`config.mk`:
```
export PLATFORM = sky130hd
export DESIGN_NAME = ryc_step_queue
export DESIGN_NICKNAME = d
export VERILOG_FILES = /design/src/rtl/rgb_to_ycbcr_422_filtered_unit_macros.svh /design/src/rtl/ryc_pkg.sv /design/src/rtl/ryc_step_queue.sv
export SDC_FILE = /design/constraint.sdc
export NUM_CORES = 1
export LEC_CHECK = 0
export CAP_MARGIN = 25
export CORE_UTILIZATION = 65
export DETAILED_ROUTE_END_ITERATION = 6
export DONT_BUFFER_PORTS = 1
export PLACE_DENSITY = 0.81
export SYNTH_ARGS = -nofsm -noshare
export SYNTH_HDL_FRONTEND = slang
export SYNTH_SLANG_ARGS = --single-unit
```
`constraint.sdc`:
```
create_clock -name clk -period 4.5 [get_ports clk]
set_input_delay 0.225 -clock clk [delete_from_list [all_inputs] [get_ports clk]]
set_output_delay 0.225 -clock clk [all_outputs]
set_load 0.02 [all_outputs]
```
`src/rtl/rgb_to_ycbcr_422_filtered_unit_macros.svh`:
```
// ----------------------------------------------------------------------------
// RGB to 4:2:2 YCbCr converter: assertion macros
// Shared property wrappers on clk, with and without the reset qualifier.
// ----------------------------------------------------------------------------
`ifndef RGB_TO_YCBCR_422_FILTERED_UNIT_MACROS_SVH
`define RGB_TO_YCBCR_422_FILTERED_UNIT_MACROS_SVH

// Check a property on every clock edge outside reset.
`define RYC_ASSERT(label, prop, msg) \
  label: assert property (@(posedge clk) disable iff (rst) (prop)) else $error(msg);

// Check a property on every clock edge, reset included.
`define RYC_ASSERT_ALWAYS(label, prop, msg) \
  label: assert property (@(posedge clk) (prop)) else $error(msg);

`endif

```
`src/rtl/ryc_pkg.sv`:
```
// ----------------------------------------------------------------------------
// RGB to 4:2:2 YCbCr converter: package
// Widths, fixed-point coefficients and the word types shared by all modules.
// ----------------------------------------------------------------------------
package ryc_pkg;

  // Longest scan line; the pixel at MAX_LINE-1 always ends the line
  localparam int MAX_LINE = 1024;
  localparam int POS_W    = $clog2(MAX_LINE);

  // Fixed point: Q14 coefficients, Q8 samples, Q22 filter sums
  localparam int MCOEF_W    = 15;
  localparam int FCOEF_W    = 16;
  localparam int MAT_W      = 24;
  localparam int SAMPLE_W   = 18;
  localparam int PROD_W     = SAMPLE_W + FCOEF_W;
  localparam int ACC_W      = PROD_W + 2;
  localparam int MAT_SHIFT  = 6;
  localparam int OUT_SHIFT  = 22;
  localparam int PIX_MAX    = 255;

  localparam int CHANS = 3;
  localparam int TAPS  = 5;
  localparam int WIN   = TAPS - 1;
  localparam int STEPS = 3;

  // Step indexes within one queued word
  localparam logic [1:0] STEP_FIRST = 2'd0;
  localparam logic [1:0] STEP_FINAL = 2'd2;

  localparam int QUEUE_DEPTH = 4;
  localparam int QPTR_W      = $clog2(QUEUE_DEPTH);
  localparam int QCNT_W      = $clog2(QUEUE_DEPTH + 1);
  localparam int OUT_DEPTH   = 4;
  localparam int OPTR_W      = $clog2(OUT_DEPTH);
  localparam int OCNT_W      = $clog2(OUT_DEPTH + 1);

  typedef logic signed [MCOEF_W-1:0]  mcoef_t;
  typedef logic signed [FCOEF_W-1:0]  fcoef_t;
  typedef logic signed [MAT_W-1:0]    mat_t;
  typedef logic signed [SAMPLE_W-1:0] sample_t;
  typedef logic signed [PROD_W-1:0]   prod_t;
  typedef logic signed [ACC_W-1:0]    acc_t;

  // Colour matrix rows, red / green / blue order
  localparam mcoef_t MAT_Y [CHANS] = '{15'sd4899, 15'sd9617, 15'sd1868};
  localparam mcoef_t MAT_U [CHANS] = '{-15'sd2762, -15'sd5425, 15'sd8187};
  localparam mcoef_t MAT_V [CHANS] = '{15'sd8189, -15'sd6857, -15'sd1332};

  // Sharpening kernel for luma, smoothing kernel for chroma
  localparam fcoef_t FILT_Y [TAPS] =
    '{-16'sd798, 16'sd265, 16'sd15138, 16'sd265, -16'sd798};
  localparam fcoef_t FILT_C [TAPS] =
    '{16'sd2154, 16'sd3168, 16'sd3750, 16'sd3168, 16'sd2154};

  localparam acc_t LUMA_OFS   = ACC_W'(16 * (2 ** OUT_SHIFT));
  localparam acc_t CHROMA_OFS = ACC_W'(128 * (2 ** OUT_SHIFT));

  typedef struct packed {
    logic [7:0] red;
    logic [7:0] green;
    logic [7:0] blue;
    logic       line_end;
  } pixel_t;

  typedef struct packed {
    logic [7:0] chroma;
    logic [7:0] luma;
    logic       odd_pixel;
    logic       line_last;
    logic       run_last;
  } result_t;

  // One classified pixel: samples plus per-step emit, parity and tail marks
  typedef struct packed {
    sample_t          y;
    sample_t          u;
    sample_t          v;
    logic             last;
    logic [STEPS-1:0] emit;
    logic [STEPS-1:0] odd;
    logic [STEPS-1:0] tail;
  } entry_t;

endpackage

```
`src/rtl/ryc_step_queue.sv`:
```
// ----------------------------------------------------------------------------
// RGB to 4:2:2 YCbCr converter: step queue
// Short first-in first-out buffer of classified pixels between the front end
// and the filter back end.
// ----------------------------------------------------------------------------
module ryc_step_queue (
  input  logic            clk,
  input  logic            rst,
  input  logic            wr,
  input  ryc_pkg::entry_t wr_entry,
  output logic            full,
  input  logic            rd,
  output ryc_pkg::entry_t rd_entry,
  output logic            empty
);
  import ryc_pkg::*;

  entry_t              slots [QUEUE_DEPTH];
  logic [QPTR_W-1:0]   wr_ptr;
  logic [QPTR_W-1:0]   rd_ptr;
  logic [QCNT_W-1:0]   count;
  logic                do_wr;
  logic                do_rd;

  assign full     = count == QCNT_W'(QUEUE_DEPTH);
  assign empty    = count == '0;
  assign do_wr    = wr && !full;
  assign do_rd    = rd && !empty;
  assign rd_entry = slots[rd_ptr];

  // Advance pointers and fill level
  always_ff @(posedge clk) begin
    if (rst) begin
      wr_ptr <= '0;
      rd_ptr <= '0;
      count  <= '0;
    end else begin
      if (do_wr) begin
        wr_ptr <= (wr_ptr == QPTR_W'(QUEUE_DEPTH - 1)) ? '0 : wr_ptr + QPTR_W'(1);
      end
      if (do_rd) begin
        rd_ptr <= (rd_ptr == QPTR_W'(QUEUE_DEPTH - 1)) ? '0 : rd_ptr + QPTR_W'(1);
      end
      if (do_wr && !do_rd) begin
        count <= count + QCNT_W'(1);
      end else if (do_rd && !do_wr) begin
        count <= count - QCNT_W'(1);
      end
    end
  end

  // Store the incoming word
  always_ff @(posedge clk) begin
    if (do_wr) begin
      slots[wr_ptr] <= wr_entry;
    end
  end

endmodule

```
# Yosys cells after proc, flatten, opt, wreduce, memory -nomap -nowiden
# Memory sizes are Yosys's and may differ from the RTL's. A register that Yosys moved wholly into a read port is not among the register bits.
# Index checks and enable logic that the tools add are counted.
[word_totals]
register_bits = 7
mem_bits_rw = 256
inputBits = 68
word_cells = 29
memories = 1
[memory_table]
columns = ["memory", "depth", "word_bits", "rd", "rd_clocked_by_memory_dff", "wr", "line", "source"]
rows = [
  ["slots", 4, 64, 1, 1, 1, "ryc_step_queue.sv:18", "entry_t slots [QUEUE_DEPTH];"],
]
[classes]
addsub = 4
n_eq_ne = 3
n_mux = 8
n_reduce_logical = 10
[op_table]
columns = ["op", "count"]
rows = [
  ["2-bit two-way mux", 4],
  ["3-bit two-way mux", 2],
  ["2-bit by 1-bit adder with 2-bit output (second input constant)", 2],
  ["2-bit == test (second input constant)", 2],
  ["1-bit logical AND", 4],
  ["1-bit zero test", 4],
  ["3-bit by 1-bit adder with 3-bit output (second input constant)", 1],
  ["3-bit == test (second input constant)", 1],
  ["3-bit zero test", 1],
  ["3-bit by 1-bit subtractor with 3-bit output (second input constant)", 1],
  ["1-bit two-way mux", 2],
  ["2-bit nonzero test", 1],
]

# Logic depth before layout (Yosys ltp)
[depth]
ltp_word = 7
depth_mapped = 10

# Least setup slack after synthesis
# OpenSTA, ideal clock, no wires.
[synth_timing]
path_type = "register to register"
from = "reg count[0]"
to = "reg count[2]"
t_arrival_ns = 2.143
t_required_ns = 4.430
setup_slack_ns = 2.287
stages_incl_launch_ff = 11
cell_sequence = "dfxtp_1 > or3b_1 > buf_6 > clkinv_4 > nor2_2 > ha_1 > inv_1 > fa_1 > xor2_1 > or3_2 > a21oi_1"
[synth_via]
elab_chain_len = 6
elab_cells_between_ends = 15
[synth_lines]
columns = ["element", "line", "source"]
rows = [
  ["start: declaration", "ryc_step_queue.sv:21", "logic [QCNT_W-1:0] count;"],
  ["start signal: assignment", "ryc_step_queue.sv:45", "count <= count + QCNT_W'(1);"],
  ["start signal: assignment", "ryc_step_queue.sv:47", "count <= count - QCNT_W'(1);"],
  ["3-bit == test (*)", "ryc_step_queue.sv:25", "assign full = count == QCNT_W'(QUEUE_DEPTH);"],
  ["via full", "ryc_step_queue.sv:11", "output logic full,"],
  ["1-bit zero test (*)", "ryc_step_queue.sv:27", "assign do_wr = wr && !full;"],
  ["1-bit logical AND (*)", "ryc_step_queue.sv:27", ""],
  ["via do_wr", "ryc_step_queue.sv:22", "logic do_wr;"],
  ["1-bit zero test", "ryc_step_queue.sv:46", "end else if (do_rd && !do_wr) begin"],
  ["1-bit logical AND", "ryc_step_queue.sv:46", ""],
  ["2-bit nonzero test (no source line)", "n/a", ""],
]
# Mark *: on every way through the listed nets, which the timed path passes. The rest lies on a longest branch. The select of a mux whose other input is x is not followed.
# A chain may end at the register's enable or synchronous reset.

# Worst setup path after layout
# Ends and elaborated chain as after synthesis.

==> results.md <==
- Number of gates on the worst path with buffers counted: 9
- Ports: ~130
- Max-Cap Viols: 0
- Final-report max-slew violation count: 0
- Initial DRC Count: 306
- Fmax: 0.391 GHz
- Top delay family on crit path: simple AND/OR/NAND/NOR gates
- Die Footprint: 15500 sq um
- Htree depth: 1
- Total grt overflow: 0
- Static leakage power: 3.60 nW
- Core ar.: 14600 sq um
- Die width: 124 microns
- Cts bufs inserted: 26
- Number of antenna diodes: 0
- Placed cell count: 554
- Hold_sp: rd
- Worst-margin pin slew: 996 ps
- Syn Inst Count: 384
- Critical Path AT: 2990 ps
- Rel. slew slack: around a third
- Number of global-route vias before repair: 4498
- Fin Clk Skew: approximately 18 ps
- Initial Util: 66.7%
- Setup TNS Final: 0 ps
- R2R setup slack: 1950 ps
- Crit-path cells: or3b_1, clkinv_4, nor2_2, ha_1, inv_1, fa_1, xor2_1, or3_2, a21oi_1
- Input/output buffers: 0
- Layout cells sized above 1: 23.3%
- Antenna Nets Post-Route: 0
- Flops & latches, synth: 265
- Setup violators final: 0
- Synth cell types: 26
- Critical path start-end classification: reg2reg
- Fin Hold WS: between 20 and 25 ps
- Placement Cell Area: 9880 sq um
- Largest net degree at the start of global routing: 65
- Leading area contributor after synthesis: edfxtp_1
- Chip Height: 124 microns
- Gr usage total: 21.4%
- Clk sinks: roughly 270
- Critical Path End Type: flop
- Worst Setup Start Kind: flop
- Final period utilization: 56.8%
- Hold Path Class: in2reg
- Post-synth EDFFs: 256
- FP Rows: 44
- Vias: ~4.2k
- Register area share after synthesis: between 80% and 90%
- CTS tree: done
- First-pass GRT wire length: 25.2 mm
- Crit path time final: 2550 ps
- Synth top area share: 79.0%
- Critical path peak fanout: 7
- Synth Area per Inst: between 20 and 30 sq um
- Routability congestion estimate from global placement: 0.698
- Wire length per cell: around 24 microns
- Power per cell area: 563 nW/um^2
- Final Util: 78.0%
- Synth area leaders: edfxtp_1 (79%), mux4_2 (15%), dfxtp_1 (1.9%)
- Asr flop ratio synth: 0%
- RR Endpoint: count[2]
- Crit path buf inv count: 2
- Nets: 540
- Fill count: 725
- Hold Path Stages: 3
- Peak VDD IR: 0.451 mV
- Ys flop type: edfxtp_1
- Pre-antenna DRT Iters: 6
- Worst path slowest cell: dfxtp_1
- Via density: 6.22
- CP required: 4930 ps
- Syn nets: roughly 460
- Synthesis-to-layout area growth: 16.8%
- Non-filler cells in the finished layout: 669
- Worst-case reg-to-reg path depth: 9
- Clk slew on worst S/H paths: 60 ps
- Initial antenna violation count: 0
- Clk_lat worst skew: between 500 and 600 ps
- Setup ws final: 1950 ps
- DP HPWL: 8.24 mm
- Most common cell in the netlist: edfxtp_1
- Final WL: 16.0 mm
- Root Buffer: clkbuf_16
- Longest Clk Path Bufs: 3
- Outcome: finished, final reports clean
- Synth Warn #: 0
- Synth top cells by count: edfxtp_1 (256), mux4_2 (64), dfxtp_1 (9)
- R2r startpoint: count[0]
- RSZ-0062 raised after global routing: no
- # DRC: 0
- Overall Power: 6.40 mW
- Final Hold Viols: 0
- Synth Cell Area: 9730 sq um
- Worst slack, placed: 2010 ps
- CP max stage delay: 450 ps
- Design Area, Final: 11400 sq um
- Post-CTS setup buffer count: 0
-- power by group --
group | total [mW] | leakage, nW | internal [mW] | switching (mW)
Sequential | 3.10 | 2.42 | 2.99 | 0.111
Combinational | 1.25 | 0.776 | 0.476 | 0.773
Clock | 2.05 | 0.406 | 1.21 | 0.842
-- cells by family (layout without fill, tap and decap cells) --
kind of cell	Yosys count	in the layout	share of synthesized area (%)
simple gates	16	16	0.964
buf+inv	21	122	1.52
fa+ha+maj	7	7	0.977
mux	66	66	15.0
xor+xnor	2	2	0.180
compound gates	7	7	0.514
flops	265	265	80.8
-- sequential cells by signal, indices dropped and copies added, names as in the netlist, named ones only --
register and flops:
slots 256, count 3, rd_ptr 2, wr_ptr 2
-- layout make-up --
class / count / area [sq um] / share of cell area, %
multi-input combinational: 98 / 1730 / 15.2
clock buffer: 34 / 701 / 6.16
sequential: 265 / 7880 / 69.2
inverter: 5 / 23.8 / 0.209
timing repair buffer: 69 / 686 / 6.03
clock inverter: 14 / 124 / 1.09
tap: 184 / 230 / 2.02
-- worst max-delay path by stage --
stage          slack, ps            to     start
6_report            1950      count[2]  count[0]
2_1_floorplan       2290      count[2]  count[0]
5_1_grt             1830      count[2]  count[0]
3_3_place_gp        2120      count[2]  count[0]
3_5_place_dp        2010      count[2]  count[0]
4_1_cts             1980  rd_entry[38]      flop
-- routing by layer --
layer | part of all wire (%) | GRT usage (%) | up-vias | routed length, microns
li1 | - | - | 1809 | -
met1 | 42 | 28.7 | 2196 | 6650
met2 | 51 | 36.2 | 131 | 8220
met3 | 5.5 | 5.15 | 23 | 874
met4 | 1.7 | 4.89 | 0 | 267
met5 | 0 | 0 | - | 0
-- what timing repair did --
item / in CTS / in global routing
hold buffers: 67 / 0
hold endpoints to repair: 265 / 0
gates resized for setup: 0 / 0
-- cell usage in the layout (no fill, tap or decap) --
cell           instances
bufinv_16              2
clkinv_4               1
and3_4                 4
ha_1                   6
nand3_1                2
mux4_2                64
or3b_1                 1
dlygate4sd3_1         67
clkinv_2               5
or3_1                  1
a21oi_1                3
buf_4                  2
o21ai_0                1
o21ai_1                1
clkbuf_16             26
nor2_1                 3
dfxtp_4                2
mux2i_1                2
clkbuf_1               6
xor2_1                 2
clkbuf_8               2
nand2_1                1
or3_2                  1
fa_1                   1
clkinv_1               6
clkinv_8               1
o31ai_2                2
nor2_2                 1
edfxtp_1             256
inv_1                  4
dfxtp_1                7
nor3_1                 2
-- tightest hold or removal path, cell delays in order --
cell and delay, ps:
o31ai_2 80, nand2_1 80, a21oi_1 80
Note: power is estimated with default switching activity, not from simulation.
