File: config.mk
export PLATFORM = sky130hd
export DESIGN_NAME = ryc_back
export DESIGN_NICKNAME = d
export VERILOG_FILES = /design/src/rtl/ryc_pkg.sv /design/src/rtl/ryc_back.sv
export VERILOG_INCLUDE_DIRS = /design/src /design/src/rtl
export SDC_FILE = /design/constraint.sdc
export NUM_CORES = 2
export LEC_CHECK = 0
export BUFFER_PORTS_ARGS = -buffer_cell sky130_fd_sc_hd__clkbuf_2
export CORE_ASPECT_RATIO = 0.9
export CORE_MARGIN = 2
export CORE_UTILIZATION = 60
export CTS_CLUSTER_SIZE = 40
export DETAILED_ROUTE_END_ITERATION = 8
export MAX_ROUTING_LAYER = met4
export PLACE_DENSITY_LB_ADDON = 0.15
export SLEW_MARGIN = 15
export SYNTH_ARGS = -nofsm -noshare
export SYNTH_HDL_FRONTEND = slang
export SYNTH_SLANG_ARGS = --single-unit
File: constraint.sdc
create_clock -name clk -period 16.5 [get_ports clk]
set_input_delay 0.825 -clock clk [delete_from_list [all_inputs] [get_ports clk]]
set_output_delay 0.825 -clock clk [all_outputs]
set_load 0.01 [all_outputs]
File: src/rtl/rgb_to_ycbcr_422_filtered_unit_macros.svh
// ----------------------------------------------------------------------------
// RGB to 4:2:2 YCbCr converter: assertion macros
// Shared property wrappers on clk, with and without the reset qualifier.
// ----------------------------------------------------------------------------
`ifndef RGB_TO_YCBCR_422_FILTERED_UNIT_MACROS_SVH
`define RGB_TO_YCBCR_422_FILTERED_UNIT_MACROS_SVH

// Check a property on every clock edge outside reset.
`define RYC_ASSERT(label, prop, msg) \
  label: assert property (@(posedge clk) disable iff (rst) (prop)) else $error(msg);

// Check a property on every clock edge, reset included.
`define RYC_ASSERT_ALWAYS(label, prop, msg) \
  label: assert property (@(posedge clk) (prop)) else $error(msg);

`endif

File: src/rtl/ryc_pkg.sv
// ----------------------------------------------------------------------------
// RGB to 4:2:2 YCbCr converter: package
// Widths, fixed-point coefficients and the word types shared by all modules.
// ----------------------------------------------------------------------------
package ryc_pkg;

  // Longest scan line; the pixel at MAX_LINE-1 always ends the line
  localparam int MAX_LINE = 1024;
  localparam int POS_W    = $clog2(MAX_LINE);

  // Fixed point: Q14 coefficients, Q8 samples, Q22 filter sums
  localparam int MCOEF_W    = 15;
  localparam int FCOEF_W    = 16;
  localparam int MAT_W      = 24;
  localparam int SAMPLE_W   = 18;
  localparam int PROD_W     = SAMPLE_W + FCOEF_W;
  localparam int ACC_W      = PROD_W + 2;
  localparam int MAT_SHIFT  = 6;
  localparam int OUT_SHIFT  = 22;
  localparam int PIX_MAX    = 255;

  localparam int CHANS = 3;
  localparam int TAPS  = 5;
  localparam int WIN   = TAPS - 1;
  localparam int STEPS = 3;

  // Step indexes within one queued word
  localparam logic [1:0] STEP_FIRST = 2'd0;
  localparam logic [1:0] STEP_FINAL = 2'd2;

  localparam int QUEUE_DEPTH = 4;
  localparam int QPTR_W      = $clog2(QUEUE_DEPTH);
  localparam int QCNT_W      = $clog2(QUEUE_DEPTH + 1);
  localparam int OUT_DEPTH   = 4;
  localparam int OPTR_W      = $clog2(OUT_DEPTH);
  localparam int OCNT_W      = $clog2(OUT_DEPTH + 1);

  typedef logic signed [MCOEF_W-1:0]  mcoef_t;
  typedef logic signed [FCOEF_W-1:0]  fcoef_t;
  typedef logic signed [MAT_W-1:0]    mat_t;
  typedef logic signed [SAMPLE_W-1:0] sample_t;
  typedef logic signed [PROD_W-1:0]   prod_t;
  typedef logic signed [ACC_W-1:0]    acc_t;

  // Colour matrix rows, red / green / blue order
  localparam mcoef_t MAT_Y [CHANS] = '{15'sd4899, 15'sd9617, 15'sd1868};
  localparam mcoef_t MAT_U [CHANS] = '{-15'sd2762, -15'sd5425, 15'sd8187};
  localparam mcoef_t MAT_V [CHANS] = '{15'sd8189, -15'sd6857, -15'sd1332};

  // Sharpening kernel for luma, smoothing kernel for chroma
  localparam fcoef_t FILT_Y [TAPS] =
    '{-16'sd798, 16'sd265, 16'sd15138, 16'sd265, -16'sd798};
  localparam fcoef_t FILT_C [TAPS] =
    '{16'sd2154, 16'sd3168, 16'sd3750, 16'sd3168, 16'sd2154};

  localparam acc_t LUMA_OFS   = ACC_W'(16 * (2 ** OUT_SHIFT));
  localparam acc_t CHROMA_OFS = ACC_W'(128 * (2 ** OUT_SHIFT));

  typedef struct packed {
    logic [7:0] red;
    logic [7:0] green;
    logic [7:0] blue;
    logic       line_end;
  } pixel_t;

  typedef struct packed {
    logic [7:0] chroma;
    logic [7:0] luma;
    logic       odd_pixel;
    logic       line_last;
    logic       run_last;
  } result_t;

  // One classified pixel: samples plus per-step emit, parity and tail marks
  typedef struct packed {
    sample_t          y;
    sample_t          u;
    sample_t          v;
    logic             last;
    logic [STEPS-1:0] emit;
    logic [STEPS-1:0] odd;
    logic [STEPS-1:0] tail;
  } entry_t;

endpackage

File: src/rtl/ryc_back.sv
// ----------------------------------------------------------------------------
// RGB to 4:2:2 YCbCr converter: filter back end
// Runs the filter steps of each queued pixel through a two-stage pipeline
// (tap products, then sum and saturate) and buffers the result words.
// ----------------------------------------------------------------------------
`include "rgb_to_ycbcr_422_filtered_unit_macros.svh"

module ryc_back (
  input  logic             clk,
  input  logic             rst,
  input  logic             q_empty,
  input  ryc_pkg::entry_t  q_entry,
  output logic             q_pop,
  output logic             empty,
  input  logic             pop,
  output ryc_pkg::result_t result
);
  import ryc_pkg::*;

  // Step sequencing
  logic [1:0]  step_idx;
  logic [1:0]  last_step;
  logic        issue;
  logic        first;
  logic        clear_now;
  sample_t     s_y;
  sample_t     s_u;
  sample_t     s_v;

  // Tap windows
  sample_t     win_y  [WIN];
  sample_t     win_cb [WIN];
  sample_t     win_cr [WIN];

  // Product stage
  logic        p_valid;
  logic        p_emit;
  logic        p_odd;
  logic        p_run_last;
  logic        p_line_last;
  logic        p_clear;
  prod_t       p_y  [TAPS];
  prod_t       p_cb [TAPS];
  prod_t       p_cr [TAPS];

  // Sum stage
  acc_t        acc_y;
  acc_t        acc_cb;
  acc_t        acc_cr;
  logic [7:0]  luma_sat;
  logic [7:0]  cb_sat;
  logic [7:0]  cr_sat;
  logic [7:0]  held_cr;
  result_t     out_word;

  // Result buffer
  result_t           out_mem [OUT_DEPTH];
  logic [OPTR_W-1:0] wr_ptr;
  logic [OPTR_W-1:0] rd_ptr;
  logic [OCNT_W-1:0] out_count;
  logic              out_wr;
  logic              out_rd;

  function automatic logic [7:0] sat8(input acc_t a);
    logic [ACC_W-OUT_SHIFT-1:0] hi;
    hi = a[ACC_W-1:OUT_SHIFT];
    if (a[ACC_W-1]) begin
      return '0;
    end else if (hi > (ACC_W - OUT_SHIFT)'(PIX_MAX)) begin
      return 8'(PIX_MAX);
    end else begin
      return hi[7:0];
    end
  endfunction

  // Issue a step only when the result buffer can take everything in flight
  always_comb begin
    last_step = q_entry.last ? STEP_FINAL : STEP_FIRST;
    issue     = !q_empty && ((out_count + OCNT_W'(p_valid)) < OCNT_W'(OUT_DEPTH));
    q_pop     = issue && (step_idx == last_step);
    first     = step_idx == STEP_FIRST;
    clear_now = q_entry.last && (step_idx == STEP_FINAL);
    s_y       = first ? q_entry.y : '0;
    s_u       = first ? q_entry.u : '0;
    s_v       = first ? q_entry.v : '0;
  end

  // Advance steps, shift or clear the windows, hold the Cr for the odd pixel, move the buffer
  always_ff @(posedge clk) begin
    if (rst) begin
      step_idx  <= STEP_FIRST;
      p_valid   <= 1'b0;
      held_cr   <= '0;
      wr_ptr    <= '0;
      rd_ptr    <= '0;
      out_count <= '0;
      for (int i = 0; i < WIN; i++) begin
        win_y[i]  <= '0;
        win_cb[i] <= '0;
        win_cr[i] <= '0;
      end
    end else begin
      p_valid <= issue;
      if (issue) begin
        step_idx <= q_pop ? STEP_FIRST : step_idx + 2'd1;
        if (clear_now) begin
          for (int i = 0; i < WIN; i++) begin
            win_y[i]  <= '0;
            win_cb[i] <= '0;
            win_cr[i] <= '0;
          end
        end else begin
          for (int i = 0; i < WIN - 1; i++) begin
            win_y[i]  <= win_y[i+1];
            win_cb[i] <= win_cb[i+1];
            win_cr[i] <= win_cr[i+1];
          end
          win_y[WIN-1]  <= s_y;
          win_cb[WIN-1] <= s_u;
          win_cr[WIN-1] <= s_v;
        end
      end
      if (p_valid && p_clear) begin
        held_cr <= '0;
      end else if (p_valid && p_emit && !p_odd) begin
        held_cr <= cr_sat;
      end
      if (out_wr) begin
        wr_ptr <= (wr_ptr == OPTR_W'(OUT_DEPTH - 1)) ? '0 : wr_ptr + OPTR_W'(1);
      end
      if (out_rd) begin
        rd_ptr <= (rd_ptr == OPTR_W'(OUT_DEPTH - 1)) ? '0 : rd_ptr + OPTR_W'(1);
      end
      if (out_wr && !out_rd) begin
        out_count <= out_count + OCNT_W'(1);
      end else if (out_rd && !out_wr) begin
        out_count <= out_count - OCNT_W'(1);
      end
    end
  end

  // Register the tap products and step marks
  always_ff @(posedge clk) begin
    if (issue) begin
      for (int i = 0; i < WIN; i++) begin
        p_y[i]  <= PROD_W'(FILT_Y[i]) * PROD_W'(win_y[i]);
        p_cb[i] <= PROD_W'(FILT_C[i]) * PROD_W'(win_cb[i]);
        p_cr[i] <= PROD_W'(FILT_C[i]) * PROD_W'(win_cr[i]);
      end
      p_y[TAPS-1]  <= PROD_W'(FILT_Y[TAPS-1]) * PROD_W'(s_y);
      p_cb[TAPS-1] <= PROD_W'(FILT_C[TAPS-1]) * PROD_W'(s_u);
      p_cr[TAPS-1] <= PROD_W'(FILT_C[TAPS-1]) * PROD_W'(s_v);
      p_emit      <= q_entry.emit[step_idx];
      p_odd       <= q_entry.odd[step_idx];
      p_run_last  <= q_entry.tail[step_idx];
      p_line_last <= q_entry.last && q_entry.tail[step_idx];
      p_clear     <= clear_now;
    end
  end

  // Sum the taps, add the offsets, saturate
  always_comb begin
    acc_y  = LUMA_OFS;
    acc_cb = CHROMA_OFS;
    acc_cr = CHROMA_OFS;
    for (int i = 0; i < TAPS; i++) begin
      acc_y  = acc_y + ACC_W'(p_y[i]);
      acc_cb = acc_cb + ACC_W'(p_cb[i]);
      acc_cr = acc_cr + ACC_W'(p_cr[i]);
    end
    luma_sat = sat8(acc_y);
    cb_sat   = sat8(acc_cb);
    cr_sat   = sat8(acc_cr);
    out_word.chroma    = p_odd ? held_cr : cb_sat;
    out_word.luma      = luma_sat;
    out_word.odd_pixel = p_odd;
    out_word.line_last = p_line_last;
    out_word.run_last  = p_run_last;
  end

  assign out_wr = p_valid && p_emit;
  assign out_rd = pop && !empty;
  assign empty  = out_count == '0;
  assign result = out_mem[rd_ptr];

  // Store finished result words
  always_ff @(posedge clk) begin
    if (out_wr) begin
      out_mem[wr_ptr] <= out_word;
    end
  end

  `RYC_ASSERT(a_out_bound, out_count <= OCNT_W'(OUT_DEPTH), "result buffer overrun")
  `RYC_ASSERT(a_line_last_tail, (p_valid && p_line_last) |-> p_run_last, "line end not on run end")
  `RYC_ASSERT(a_cr_cleared, (p_valid && p_clear) |=> (held_cr == '0), "held Cr not cleared at line end")
  `RYC_ASSERT(a_win_cleared, (p_valid && p_clear) |-> (win_y[0] == '0 && win_cb[0] == '0 && win_cr[0] == '0), "windows not cleared at line end")

endmodule

# After elaboration in Yosys (flattened, before gate mapping)
# Memory sizes are Yosys's and may differ from the RTL's. A register that Yosys moved wholly into a read port is not among the register bits.
# Index checks and enable logic that the tools add are counted.
# word_totals
mem_count	7
inputBits	68
output_inout_bits	21
ff_bits	23
ram_bits	792
word_cells	168
# classes
addsub	21
eq_ne	4
mux	62
bitwise_logic	24
n_mul	15
reduce_logical	19
n_lt_le_gt_ge	5
# memory_table
memory	depth	width	read_ports	rd_ports_with_merged_regs	write_ports	line_no	text
p_y	5	34	5	0	5	ryc_back.sv:42	prod_t p_y [TAPS];
p_cb	5	33	5	0	5	ryc_back.sv:43	prod_t p_cb [TAPS];
p_cr	5	33	5	0	5	ryc_back.sv:44	prod_t p_cr [TAPS];
out_mem	4	19	1	1	1	ryc_back.sv:57	result_t out_mem [OUT_DEPTH];
win_cb	4	18	4	0	4	ryc_back.sv:32	sample_t win_cb [WIN];
win_cr	4	18	4	0	4	ryc_back.sv:33	sample_t win_cr [WIN];
1 more memories	n/a	n/a	n/a	n/a	n/a	n/a	
# ops
cell	n
2-to-1 mux 18 bit	27
adder 36 x 34 -> 36 bit	9
multiplier 12 x 18 -> 30 bit, first input constant	6
multiplier 10 x 18 -> 28 bit, first input constant	4
adder 35 x 34 -> 36 bit	3
multiplier 8 x 18 -> 26 bit, first input constant	4
adder 31 x 34 -> 35 bit, first input constant	2
2-to-1 mux 8 bit	7
greater-than comparator 14 x 8 -> 1 bit, second input constant	3
adder 28 x 34 -> 35 bit, first input constant	1
multiplier 14 x 18 -> 32 bit, first input constant	1
OR 1 bit	24
2-to-1 mux 1 bit	17
2-to-1 mux 2 bit	6
logical AND 1 bit	10
adder 2 x 1 -> 2 bit, second input constant	3
binary-select mux 1 bit (select 2 bit)	3
equality test 2 bit, second input constant	3
2-to-1 mux 3 bit	2
zero test 1 bit	5
adder 3 x 1 -> 3 bit	1
adder 3 x 1 -> 3 bit, second input constant	1
zero test 3 bit	1
less-than comparator 2 x 3 -> 1 bit, second input constant	1
6 further kinds	6

# Longest topological paths before layout
# An unclocked memory read counts as a cell.
# depth
word_depth	10
ltp_mapped	26
mapped_depth_nobuf	23

# Worst setup path before layout
# OpenSTA, ideal clock, no wires.
# synth_path
path_type	input -> register
from	input q_empty
to	memory p_cb[0][0] (netlist name), enable pin
path_buffers	2
required_time_ps	15530
arrival_time_ps	13061
setup_ps	970
setup_slack_ps	2470
cell_stages	4
cell_sequence	nand2b_1 > clkbuf_1 > inv_1 > clkbuf_1
# synth_lines
item	line_no	text
start, declared	ryc_back.sv:11	input logic q_empty,
end, declared	ryc_back.sv:43	

==> results.md <==
* Result of the run: complete, no violations
* Worst-case headroom to the max-slew limit at 25.26%
* Family with the most delay on the worst path: adder cells
* Critical Path Stages at 23
* Worst reg2reg startpoint: step_idx[0]
* Flop and latch count out of synthesis at 745
* Maximum number of pins on one net before global-route repair at 155
* Layer with the highest usage after global routing: met2
* Worst setup EP type: flop
* Post-route setup slack at 9.565 ns
* Number of synthesis warnings at 0
* DRC violation count after routing at 0
* Crit-path most repeated cell: sky130_fd_sc_hd__inv_1
* Chip Height at between 300 and 400 um
* Combined global-route utilization of all metal layers at about 29%
* Vias per Instance at 5.467
* Cells after Synth at 7688
* Startpoint of the most critical setup path: step_idx[0]
* Std-Cell Rows at 128
* Fraction of layout instances using a drive strength above 1 at a little under 4%
* GRT Residual Overflow at 0
* Crit path buffers/inverters at 6
* Worst hold path depth at 2
* Critical Path Fanout Max at 52
* Number of max-cap violations at 0
* Net count after synthesis at 10180
* Setup CP Type: flop to flop
* Growth of design area from synthesis to finish at 6.677%
* Via count at 53080
* Core region area at 135800 um^2
* Number of hold-slack violations in the final timing report at 0
* Area enclosed by the die boundary at 140300 um^2
* Total number of nets in the final design at roughly 10000
* Top FF cell, synth: sky130_fd_sc_hd__edfxtp_1
* H-tree Lvls at 3
* Worst Max-Slew Pin Slew at 1.121 ns
* # hold bufs at CTS at 0
* Global-route wire length before repair at 305500 um
* CP cell instances: inv_1 > ha_2 > buf_4 > and2_1 > ha_1 > ha_1 > inv_1 > fa_1 > inv_1 > ha_1 > inv_1 > fa_1 > inv_1 > ha_1 > nor2b_1 > o21ai_0 > a21boi_0 > o211ai_1 > a211oi_1 > o311ai_1 > a21oi_1 > o311a_1 > a311o_1
* Synth Area per Inst at 10.71 um^2
* Worst clock skew at 0.02811 ns
* Leading cell types in the layout, fill and taps excluded: sky130_fd_sc_hd__inv_1, sky130_fd_sc_hd__ha_1, sky130_fd_sc_hd__fa_1, sky130_fd_sc_hd__edfxtp_1, sky130_fd_sc_hd__a21oi_1
* Type of element launching the critical path: flop
* Slowest cell on the critical path: sky130_fd_sc_hd__ha_2
* Die span in x at 394.6 um
* Wire length reported by the detailed router at about 190000 um
* Fraction of registers with async set or reset after synthesis at 0%
* Number of setup violations in the final report at 0
* Post-synth EDFFs at 671
* Final sum of negative setup slack at 0 ns
* Delay of the slowest cell on the worst path at 0.60 ns
* Pre-antenna DRT Iters at 6
* Internal reg-to-reg setup slack at 9.57 ns
* Layout Cell Area excl Fill at 87870 um^2
* Number of top-level pins at 89
* Worst reg2reg path depth at 23
* Clk Tree Root Cell: sky130_fd_sc_hd__clkbuf_16
* Cts bufs inserted at 84
* Avg WL per Cell at 19.26 um
* Post-cts sizing count at 0
* Final period util at 42.03%
* Global placement routability congestion at 0.9560
* Post-placement cell area at roughly 85000 um^2
* Met1 capacity usage during global routing at roughly two fifths
* Most common cell after layout, fill and taps aside: sky130_fd_sc_hd__inv_1
* Count of pins over their slew limit at 0
* Clk pin slew, worst setup/hold paths at 0.07 ns
* Initial DRC Count at 3288
* Arrival time at the worst endpoint at roughly 7.4 ns
* Post-Place Setup Slack at 9.680 ns
* Sequential share of the synthesized area at 26.26%
* Clock Tree Buf Depth at 3
* Maximum achievable frequency at 144.2 MHz
* Routing usage on met2 at 44.78%
* Number of nets still failing antenna checks after routing at 0
* Routing usage on met3 at 3.549%
* Clock tree from TritonCTS: done
* Number of global-route vias before repair at 55660
* Number of distinct library cells after synthesis at 79
* Initial core utilization at 60.65%
* Min cycle time layout at 6.935 ns
* Post-CTS setup-driven buffer insertion count at 0
* Hold Crit Start: held_cr[3]
* Class of the tightest hold or removal check: flop to flop
* Post-synthesis instance area at 82370 um^2
* Total clock sinks at 745
* Unrepaired setup endpoints after global routing: no
* Crit path required time at about 17 ns
* Count of port buffers added during placement at 88
* Number of antenna violations at the first check in global routing at 2
* Estimated wirelength of the detail-placed design at ~150000 um
* Clock latency at the later pin of the worst-skew pair at ~0.7 ns
metal layers:
layer	share of wire, %	vias to the layer above
li1	-	25480
met1	47	26310
met2	46	1067
met3	4.7	231
met4	2.2	0
met5	0	-
Yosys cell counts (all sizes together) (36+ instances only):
cell	number	area, um^2
o21ai	165	829.5
xnor2	272	2382
nor2	257	964.7
a21o	131	983.4
and3	49	306.5
a31oi	46	287.8
o21bai	46	345.3
xor2	100	875.8
nor3	89	450.4
and2	157	982.2
clkbuf	54	202.7
nand2b	41	256.5
edfxtp	671	20150
nand3	123	615.6
o21a	39	292.8
ha	1476	18470
fa	949	19000
nand2	244	915.9
inv	1943	7293
a211oi	36	270.3
nor2b	45	281.5
dfxtp	74	1481
a21oi	330	1655
registers in the layout, summed over array words and instances (netlist names), 2 cells and up, named ones only:
name	flops
held_cr	8
out_count	3
out_mem	76
p_cb	142
p_cr	142
p_y	144
rd_ptr	2
step_idx	2
win_cb	72
win_cr	72
win_y	72
wr_ptr	2
worst min-delay path, stage by stage (launching register included):
cell	delay, ns
sky130_fd_sc_hd__dfxtp_1	0.33
sky130_fd_sc_hd__a22oi_1	0.08
sky130_fd_sc_hd__o21ai_0	0.07
logic make-up (layout without fill, tap and decap cells):
kind of cell	count (synthesis)	after routing	share of synthesized area, %
AND/OR/NAND/NOR	1112	1112	6.699
adder cells (fa/ha/maj)	2425	2425	45.48
buffers and inverters	2010	2210	9.160
multiplexers	49	49	0.8977
other	0	1	0
AO/OA/AOI/OAI	975	975	7.543
flip-flops	745	745	26.26
XOR/XNOR	372	372	3.955
final cells by class:
type | count | area [um^2]
antenna | 1 | 2.502
clock buffer | 99 | 2251
clock inverter | 55 | 550.5
fill | 11040 | 47940
inverter | 1943 | 7301
multi-input combinational | 4933 | 53220
sequential | 745 | 21630
tap | 1820 | 2277
timing repair buffer | 113 | 640.6
path summary, 6_finish.rpt:
path	end
max reg2reg	p_cb[0][159]
max	p_cb[0][159]
min reg2reg	held_cr[3]
min	held_cr[3]
per-stage QoR:
step / std cells / hold slack (ns) / utilization, %
floorplan: 7688 / 0.4587 / -
global placement: 9554 / 0.4820 / 62.64
detailed placement: 9554 / 0.4915 / 62.64
CTS: 9708 / 0.4821 / 64.70
global route: 9708 / 0.5041 / 64.70
finish: 9709 / 0.5118 / 64.70
Power is not shown: default switching activity piles up to over one toggle a cycle in this logic, so the estimate is an artifact.
